### src/rtl/tbl_pkg.sv
package tbl_pkg;

  localparam int FRAC_BITS  = 16;
  localparam int TOKEN_BITS = 16;

  localparam int RATE_W    = 24;
  localparam int BURST_W   = 16;
  localparam int ELAP_W    = 32;
  localparam int WANT_W    = 16;
  localparam int LEFT_W    = 16;
  localparam int WAIT_W    = 48;
  localparam int CFG_IDX_W = 2;
  localparam int CFG_DAT_W = 24;

  localparam int LEVEL_W   = TOKEN_BITS + FRAC_BITS;
  localparam int PROD_W    = ELAP_W + RATE_W;
  localparam int SUM_W     = PROD_W + 1;
  localparam int NEED_W    = WANT_W + FRAC_BITS;
  localparam int CMP_W     = (NEED_W > LEVEL_W) ? NEED_W : LEVEL_W;
  localparam int DIV_CNT_W = $clog2(NEED_W);

  localparam logic [63:0] TOKEN_MAX = (64'd1 << TOKEN_BITS) - 64'd1;

  localparam logic [RATE_W-1:0]  RATE_RST  = RATE_W'(65536);
  localparam logic [BURST_W-1:0] BURST_RST = BURST_W'(16);

  typedef enum logic [CFG_IDX_W-1:0] {
    REG_FILL_RATE = CFG_IDX_W'(0),
    REG_BURST     = CFG_IDX_W'(1)
  } reg_idx_e;

  typedef enum logic [2:0] {
    ST_IDLE,
    ST_MUL,
    ST_UPD,
    ST_DIV,
    ST_OUT
  } state_e;

  typedef struct packed {
    logic capture;
    logic mul;
    logic update;
    logic div_step;
    logic out_load;
  } cmd_t;

  typedef struct packed {
    logic need_div;
  } status_t;

  function automatic logic [LEVEL_W-1:0] full_level(input logic [BURST_W-1:0] burst);
    logic [63:0] tok;
    tok = (64'(burst) > TOKEN_MAX) ? TOKEN_MAX : 64'(burst);
    return LEVEL_W'(tok << FRAC_BITS);
  endfunction

endpackage

### src/rtl/tbl_ctrl.sv
module tbl_ctrl (
  input  logic             clk_i,
  input  logic             rst_ni,
  input  logic             in_valid_i,
  output logic             in_stall_o,
  output logic             out_valid_o,
  input  logic             out_stall_i,
  input  tbl_pkg::status_t status_i,
  output tbl_pkg::cmd_t    cmd_o
);
  import tbl_pkg::*;

  state_e               state_q, state_d;
  logic [DIV_CNT_W-1:0] cnt_q, cnt_d;
  logic                 out_valid_q, out_valid_d;
  logic                 out_free;

  assign out_free = !out_valid_q || !out_stall_i;

  always_comb begin
    state_d = state_q;
    unique case (state_q)
      ST_IDLE: if (in_valid_i) state_d = ST_MUL;
      ST_MUL:  state_d = ST_UPD;
      ST_UPD:  state_d = status_i.need_div ? ST_DIV : ST_OUT;
      ST_DIV:  if (cnt_q == DIV_CNT_W'(NEED_W - 1)) state_d = ST_OUT;
      ST_OUT:  if (out_free) state_d = ST_IDLE;
      default: state_d = ST_IDLE;
    endcase
  end

  always_comb begin
    cmd_o       = '0;
    cnt_d       = cnt_q;
    in_stall_o  = 1'b1;
    unique case (state_q)
      ST_IDLE: begin
        in_stall_o    = 1'b0;
        cmd_o.capture = in_valid_i;
      end
      ST_MUL: cmd_o.mul = 1'b1;
      ST_UPD: begin
        cmd_o.update = 1'b1;
        cnt_d        = '0;
      end
      ST_DIV: begin
        cmd_o.div_step = 1'b1;
        cnt_d          = cnt_q + DIV_CNT_W'(1);
      end
      ST_OUT: cmd_o.out_load = out_free;
      default: ;
    endcase
    out_valid_d = cmd_o.out_load ? 1'b1 : (out_valid_q && out_stall_i);
  end

  assign out_valid_o = out_valid_q;

  always_ff @(posedge clk_i or negedge rst_ni) begin
    if (!rst_ni) begin
      state_q     <= ST_IDLE;
      cnt_q       <= '0;
      out_valid_q <= 1'b0;
    end else begin
      state_q     <= state_d;
      cnt_q       <= cnt_d;
      out_valid_q <= out_valid_d;
    end
  end

endmodule

### src/rtl/tbl_datapath.sv
module tbl_datapath (
  input  logic                          clk_i,
  input  logic                          rst_ni,
  input  tbl_pkg::cmd_t                 cmd_i,
  output tbl_pkg::status_t              status_o,
  input  logic [tbl_pkg::ELAP_W-1:0]    elapsed_ticks_i,
  input  logic [tbl_pkg::WANT_W-1:0]    tokens_wanted_i,
  input  logic                          refill_to_full_i,
  input  logic                          cfg_we_i,
  input  logic [tbl_pkg::CFG_IDX_W-1:0] cfg_index_i,
  input  logic [tbl_pkg::CFG_DAT_W-1:0] cfg_data_i,
  output logic                          granted_o,
  output logic [tbl_pkg::LEFT_W-1:0]    tokens_left_o,
  output logic [tbl_pkg::WAIT_W-1:0]    wait_ticks_o,
  output logic                          never_available_o
);
  import tbl_pkg::*;

  logic [RATE_W-1:0]  rate_q;
  logic [BURST_W-1:0] burst_q;
  logic [LEVEL_W-1:0] level_q, level_d;

  logic [ELAP_W-1:0]  elapsed_q;
  logic [WANT_W-1:0]  wanted_q;
  logic               to_full_q;
  logic [PROD_W-1:0]  prod_q;
  logic               granted_q;
  logic               never_q;
  logic [NEED_W-1:0]  dvd_q;
  logic [RATE_W-1:0]  rem_q;

  logic [LEVEL_W-1:0] cap;
  logic [LEVEL_W-1:0] new_burst_cap;
  logic [SUM_W-1:0]   sum;
  logic [LEVEL_W-1:0] refilled;
  logic [NEED_W-1:0]  needed;
  logic               grant;
  logic [RATE_W:0]    rem_shift;
  logic               q_bit;

  assign cap           = full_level(burst_q);
  assign new_burst_cap = full_level(BURST_W'(cfg_data_i));
  assign sum           = SUM_W'(level_q) + SUM_W'(prod_q);

  always_comb begin
    if (to_full_q) begin
      refilled = cap;
    end else if (sum > SUM_W'(cap)) begin
      refilled = cap;
    end else begin
      refilled = LEVEL_W'(sum);
    end
  end

  assign needed = NEED_W'(wanted_q) << FRAC_BITS;
  assign grant  = CMP_W'(refilled) >= CMP_W'(needed);

  assign status_o.need_div = !grant && (rate_q != '0);

  assign rem_shift = {rem_q, dvd_q[NEED_W-1]};
  assign q_bit     = rem_shift >= (RATE_W + 1)'(rate_q);

  always_comb begin
    level_d = level_q;
    if (cfg_we_i && cfg_index_i == REG_BURST) begin
      if (level_q > new_burst_cap) level_d = new_burst_cap;
    end else if (cmd_i.update) begin
      if (grant) begin
        level_d = LEVEL_W'(CMP_W'(refilled) - CMP_W'(needed));
      end else begin
        level_d = refilled;
      end
    end
  end

  always_ff @(posedge clk_i or negedge rst_ni) begin
    if (!rst_ni) begin
      rate_q  <= RATE_RST;
      burst_q <= BURST_RST;
      level_q <= full_level(BURST_RST);
    end else begin
      level_q <= level_d;
      if (cfg_we_i) begin
        case (cfg_index_i)
          REG_FILL_RATE: rate_q  <= RATE_W'(cfg_data_i);
          REG_BURST:     burst_q <= BURST_W'(cfg_data_i);
          default: ;
        endcase
      end
    end
  end

  always_ff @(posedge clk_i) begin
    if (cmd_i.capture) begin
      elapsed_q <= elapsed_ticks_i;
      wanted_q  <= tokens_wanted_i;
      to_full_q <= refill_to_full_i;
    end
    if (cmd_i.mul) begin
      prod_q <= PROD_W'(elapsed_q) * PROD_W'(rate_q);
    end
    if (cmd_i.update) begin
      granted_q <= grant;
      never_q   <= !grant && (rate_q == '0);
      dvd_q     <= NEED_W'(CMP_W'(needed) - CMP_W'(refilled));
      rem_q     <= '0;
    end
    if (cmd_i.div_step) begin
      dvd_q <= {dvd_q[NEED_W-2:0], q_bit};
      rem_q <= q_bit ? RATE_W'(rem_shift - (RATE_W + 1)'(rate_q)) : RATE_W'(rem_shift);
    end
    if (cmd_i.out_load) begin
      granted_o         <= granted_q;
      never_available_o <= never_q;
      tokens_left_o     <= LEFT_W'(level_q >> FRAC_BITS);
      if (never_q) begin
        wait_ticks_o <= '1;
      end else if (granted_q) begin
        wait_ticks_o <= '0;
      end else begin
        wait_ticks_o <= WAIT_W'(dvd_q);
      end
    end
  end

endmodule

### src/rtl/token_bucket_limiter_core.sv
// Channel   Direction  Handshake            Payload
// in        sink       in_valid/in_stall    elapsed_ticks, tokens_wanted, refill_to_full
// out       source     out_valid/out_stall  granted, tokens_left, wait_ticks, never_available
// cfg       sink       cfg_valid/cfg_ready  cfg_index, cfg_data
//
// A granted request, or one refused at zero rate, passes from accept through the
// multiply, update and output steps; other refusals also pass the bit-serial divider.
// Reset fills the bucket and loads the default rate and burst.
// A finished result waits in the output register; the next request is
// accepted meanwhile and stalls only at its own output step.
module token_bucket_limiter_core (
  input  logic                          clk_i,
  input  logic                          rst_ni,
  input  logic                          in_valid_i,
  output logic                          in_stall_o,
  input  logic [tbl_pkg::ELAP_W-1:0]    elapsed_ticks_i,
  input  logic [tbl_pkg::WANT_W-1:0]    tokens_wanted_i,
  input  logic                          refill_to_full_i,
  output logic                          out_valid_o,
  input  logic                          out_stall_i,
  output logic                          granted_o,
  output logic [tbl_pkg::LEFT_W-1:0]    tokens_left_o,
  output logic [tbl_pkg::WAIT_W-1:0]    wait_ticks_o,
  output logic                          never_available_o,
  input  logic                          cfg_valid_i,
  output logic                          cfg_ready_o,
  input  logic [tbl_pkg::CFG_IDX_W-1:0] cfg_index_i,
  input  logic [tbl_pkg::CFG_DAT_W-1:0] cfg_data_i
);
  import tbl_pkg::*;

  cmd_t    cmd;
  status_t status;

  assign cfg_ready_o = 1'b1;

  tbl_ctrl u_ctrl (
    .clk_i       (clk_i),
    .rst_ni      (rst_ni),
    .in_valid_i  (in_valid_i),
    .in_stall_o  (in_stall_o),
    .out_valid_o (out_valid_o),
    .out_stall_i (out_stall_i),
    .status_i    (status),
    .cmd_o       (cmd)
  );

  tbl_datapath u_datapath (
    .clk_i             (clk_i),
    .rst_ni            (rst_ni),
    .cmd_i             (cmd),
    .status_o          (status),
    .elapsed_ticks_i   (elapsed_ticks_i),
    .tokens_wanted_i   (tokens_wanted_i),
    .refill_to_full_i  (refill_to_full_i),
    .cfg_we_i          (cfg_valid_i && cfg_ready_o),
    .cfg_index_i       (cfg_index_i),
    .cfg_data_i        (cfg_data_i),
    .granted_o         (granted_o),
    .tokens_left_o     (tokens_left_o),
    .wait_ticks_o      (wait_ticks_o),
    .never_available_o (never_available_o)
  );

endmodule

### config.mk
export PLATFORM = sky130hd
export DESIGN_NAME = token_bucket_limiter_core
export DESIGN_NICKNAME = d
export VERILOG_FILES = /design/src/rtl/tbl_pkg.sv /design/src/rtl/tbl_ctrl.sv /design/src/rtl/tbl_datapath.sv /design/src/rtl/token_bucket_limiter_core.sv
export SDC_FILE = /design/constraint.sdc
export NUM_CORES = 2
export LEC_CHECK = 0
export ABC_AREA = 0
export ABC_CLOCK_PERIOD_IN_PS = 20700
export BUFFER_PORTS_ARGS = -buffer_cell sky130_fd_sc_hd__buf_2
export CELL_PAD_IN_SITES_DETAIL_PLACEMENT = 1
export CELL_PAD_IN_SITES_GLOBAL_PLACEMENT = 2
export CORE_MARGIN = 2
export CORE_UTILIZATION = 46
export CTS_BUF_LIST = sky130_fd_sc_hd__clkbuf_8
export CTS_CLUSTER_DIAMETER = 60
export DETAILED_ROUTE_END_ITERATION = 8
export PLACE_DENSITY_LB_ADDON = 0.15
export SYNTH_ARGS = -nofsm -noshare
export SYNTH_HDL_FRONTEND = slang
export SYNTH_SLANG_ARGS = --single-unit
### constraint.sdc
create_clock -name clk_i -period 20.7 [get_ports clk_i]
set_input_delay 5.175 -clock clk_i [delete_from_list [all_inputs] [get_ports clk_i]]
set_output_delay 5.175 -clock clk_i [all_outputs]
set_load 0.03 [all_outputs]
* Yosys cells after proc, flatten, opt, wreduce, memory -nomap -nowiden *
Cells that the tools add are included.

word-level totals
  flip-flop bits (word level) = 310
  input bits = 80

operators by class
  add/sub/neg operators = 5
  multiply operators = 1
  $lt $le $gt $ge = 4
  equal/unequal tests = 10
  multiplexer cells = 25
  reduce and logical (&&, ||, !) cells = 19

operators by type and width
  kind                                                    number
  2-to-1 mux 32 bit                                       9
  2-to-1 mux 24 bit                                       3
  subtractor 32 bit                                       2
  adder 32 x 56 -> 57 bit                                 1
  > comparator 57 x 32 -> 1 bit                           1
  multiplier 32 x 24 -> 56 bit                            1
  greater-or-equal comparator 32 bit                      1
  > comparator 32 bit                                     1
  greater-or-equal comparator 25 x 24 -> 1 bit            1
  logical NOT 24 bit                                      1
  nonzero test 24 bit                                     1
  subtractor 24 bit                                       1
  case mux 3 bit (5 select lines)                         1
  2-to-1 mux 3 bit                                        4
  case mux 5 bit (2 select lines)                         1
  2-to-1 mux 1 bit                                        7
  == test 3 x 2 -> 1 bit (second input constant)          2
  AND reduction 2 bit                                     3
  nonzero test 2 bit                                      3
  adder 5 x 1 -> 5 bit (second input constant)            1
  == test 5 bit (second input constant)                   1
  logical AND 1 bit                                       4
  inequality test 2 x 1 -> 1 bit (second input constant)  2
  inequality test 2 bit (second input constant)           2
  other kinds (8)                                         10

* Logic depth before layout (Yosys ltp) *
  depth after elaboration = 9
  depth in mapped cells = 40
  depth with buffers taken out = 37

* Modules after synthesis *
A second synthesis with hierarchy kept.

second synthesis, totals
  cells, all modules = 4,418
  area total of the unflattened synthesis = 41,402.2 um2

modules (own cells, without submodules)
  module                     times used  cells each  area each (um2)  seq. area each (um2)
  tbl_datapath               1           4,361       40,885.5         8,231.6
  tbl_ctrl                   1           55          505.5            225.2
  token_bucket_limiter_core  1           2           11.3             0.0

* Worst setup path before layout *
No wires, ideal clock.

  kind = input to register
  from = input port in_valid_i
  to = register u_datapath.elapsed_q[0] (enable)
  setup time = 0.594 ns
  arrival = 10.175 ns
  data required time = 20.106 ns
  setup slack = 9.931 ns
  stages = 1
  cells stage by stage = nor4b_1

between the ends
  cells in the longest elaborated chain, start to end = 1

RTL lines
  what                  line                             source
  from (decl)           token_bucket_limiter_core.sv:14  input logic in_valid_i,
  2-to-1 mux 1 bit      tbl_ctrl.sv:36                   unique case (state_q)
  to (signal assigned)  tbl_datapath.sv:95               elapsed_q <= elapsed_ticks_i;
  to (decl)             tbl_datapath.sv:23               logic [ELAP_W-1:0] elapsed_q;

No other way between the ends.
A chain may end at the register's enable or synchronous reset.

* Final worst setup path *
  from = register u_datapath.elapsed_q[16]
  to = register u_datapath.prod_q[53], data pin

between the ends
  cells in the longest elaborated chain, start to end = 1

RTL lines
  what                          line                 source
  multiplier 32 x 24 -> 56 bit  tbl_datapath.sv:100  prod_q <= PROD_W'(elapsed_q) * PROD_W'(rate_q);
  to (signal assigned)          tbl_datapath.sv:100
  to (decl)                     tbl_datapath.sv:26   logic [PROD_W-1:0] prod_q;

No other way between the ends.

==> results.toml <==
[drt]
drt-pass1-iter-count = 5
ant_nets = 0
drtIter0Drc = 1745
remaining_drc_errors = 0
routedWlPerCell_um = 23.0
dr_total_vias = 32300
postRouteWirelength_um = 133000
routed_via_density = 5.58

[worst_hold_path]
min_path_type = "reg -> reg"

[cts]
clk_pin_slew_ns = 0.06
ctsHoldBuffers = 0
htree_levels = 3
cts_tree = "done"
ctsResizeCount = 0
cts_buffer_depth = 3
cts_buffers = 66
post_cts_buffers = 0
cts_root_buf = "clkbuf_8"
insertion_delay_ns = 0.75
clock-sinks = 295

[run]
drv_cap = 0

[sta]
finalHoldViolations = 0
clock.fmax_mhz = 112
fin_crit_sh = 0.432
skew_ns = 0.0774
finalSetupViolCount = 0
tns_ns = 0
slew_headroom = 0.190
rsz0062_at_grt = "no"
drv_slew = 0
worstMarginPinSlew_ns = 1.21
fin_crit_ns = 8.95

[global_route]
antenna_found_initial = 3
grt_pass1_wl_um = 209000
grt_pass1_vias = 35500
grt_max_degree = 62
grt_overflow = 0
track_usage = 0.290

[yosys]
synthArstFlopShare = 0.275
syn-cell-area_um2 = 42000
syn_nets = 5566
ys_ff_latch = 295
yosysWarnings = 0
yosysUniqueCellTypes = 103
syn_area_per_cell_um2 = 9.29
yosysSeqAreaShare = 0.201
synth_edf_count = 214
synthFlopType = "edfxtp_1"
synthCells = 4521

[die]
die_h_um = 306
die_w_um = 306
ios = 149
start_util = 0.465
core_um2 = 90300
die-area_um2 = 93700
rows = 110

[place]
dp_hpwl_um = 101000
port_buffers = 147
place.gp.congestion = 0.894

[finish]
final_common_cell = "inv_1"
final_cell_mix = "inv_1, nand2_1, fa_1, ha_1, and2_1"
multi_input_area_um2 = 29600
fill_cells = 10400
final_layout_size_suffix_gt1_frac = 0.0822
area_growth_pct = 7.15
final_core_util = 0.498
seq_area_um2 = 8460
layout.nets = 5593

[setup_path]
timing_worst_setup_path_type = "reg -> reg"
cpMaxStageDelayCell = "edfxtp_1"
cpLargestDelayFamily = "adder cells"
crit_arrival_ns = 9.39
slowest_delay_ns = 1.11
cp_common_cell = "fa_1"
critPathCaptureType = "flip-flop"
critPathLaunchType = "flip-flop"
worstPathRequired_ns = 21.14
path_buf_inv = 5
crit_fanout = 24

[run_status]
run_status = "finished, final reports clean"
layer usage:
metal | global-route usage | wire [um] | part of all wire
met5 | 0 | 0 | 0
met4 | 0.113 | 5080 | 0.038
met3 | 0.0337 | 6100 | 0.046
met2 | 0.506 | 65600 | 0.49
met1 | 0.370 | 55900 | 0.42
worst paths after layout:
check	endpoint	cells after the start	slack (ns)	startpoint
min in group asynchronous	u_datapath.level_q[3]$_DFFE_PN0P_	1	4.49	rst_ni
hold reg to reg	u_ctrl.cnt_q[4]$_DFFE_PN0P_	2	0.48	u_ctrl.cnt_q[4]$_DFFE_PN0P_
max in group asynchronous	u_ctrl.cnt_q[0]$_DFFE_PN0P_	2	15.00	rst_ni
hold / removal	u_ctrl.cnt_q[4]$_DFFE_PN0P_	2	0.48	u_ctrl.cnt_q[4]$_DFFE_PN0P_
setup / recovery	u_datapath.prod_q[53]$_DFFE_PP_	28	11.75	u_datapath.elapsed_q[16]$_DFFE_PP_
setup reg to reg	u_datapath.prod_q[53]$_DFFE_PP_	28	11.75	u_datapath.elapsed_q[16]$_DFFE_PP_
flip-flops by register name, indices dropped and copies added (netlist names), 3 cells and up:
signal and count:
u_datapath.rate_q 24, u_ctrl.cnt_q 5, u_datapath.rem_q 24, u_datapath.dvd_q 32, u_datapath.wait_ticks_o 33, u_datapath.burst_q 16, u_datapath.elapsed_q 32, u_datapath.prod_q 56
u_datapath.tokens_left_o 16, u_ctrl.state_q 3, u_datapath.wanted_q 16, u_datapath.level_q 32
Yosys cell counts, types with 20 or more instances:
cell      instances  area [um^2]
nor2b_1          20          125
nor3_1           48          240
clkbuf_1        203          762
ha_1            304         3800
o21ai_1          21          105
o21a_1           28          210
nand4_1          42          263
o21ai_0         137          686
edfxtp_1        214         6430
a21oi_1         157          786
inv_1           784         2940
nand2_1         731         2740
buf_4            22          165
nor4_1           20          125
xnor2_1          83          727
mux2i_1          26          260
nor2_1          141          529
dfrtp_1          78         1950
nand2b_1         22          138
and2_1          277         1730
fa_1            661        13200
nand3_1          53          265
a21o_1          103          773
xor2_1           51          447
tightest hold or removal path, cell delays in order (launching register included):
cell and delay (ns):
dfrtp_1 0.35, nand2_1 0.05, nand2_1 0.05
stage by stage:
| step | setup WS [ns] | instance area [um^2] | hold slack (ns) | std cells |
|---|---|---|---|---|
| after floorplan | 9.93 | 42000 | 0.426 | 4521 |
| after global placement | 11.80 | 43600 | 0.455 | 5656 |
| after detailed placement | 11.75 | 43600 | 0.472 | 5656 |
| after CTS | 11.74 | 45000 | 0.488 | 5776 |
| after global routing | 11.20 | 45000 | 0.491 | 5777 |
| final | 11.75 | 45000 | 0.483 | 5778 |
cell families (layout without fill, tap and decap cells):
| family | after synthesis | after routing | synth area share |
|---|---|---|---|
| XOR/XNOR | 136 | 136 | 0.0287 |
| other | 1 | 3 | 0.0000893 |
| buffers and inverters | 1037 | 1116 | 0.0963 |
| adder cells (fa/ha/maj) | 965 | 965 | 0.406 |
| multiplexers | 35 | 35 | 0.00888 |
| flip-flops | 295 | 295 | 0.201 |
| AO/OA/AOI/OAI | 627 | 627 | 0.0987 |
| AND/OR/NAND/NOR | 1425 | 1425 | 0.160 |
cell type report:
class,instances,share of cell area
sequential,295,0.188
inverter,785,0.0655
antenna,2,0.000111
clock buffer,68,0.0208
clock inverter,52,0.00920
timing repair buffer,211,0.0271
multi-input combinational,3189,0.657
tap,1176,0.0327
Power is left out: the tool's default activity adds up to more than one toggle a clock period on the data nets, which glitch-free logic cannot reach.
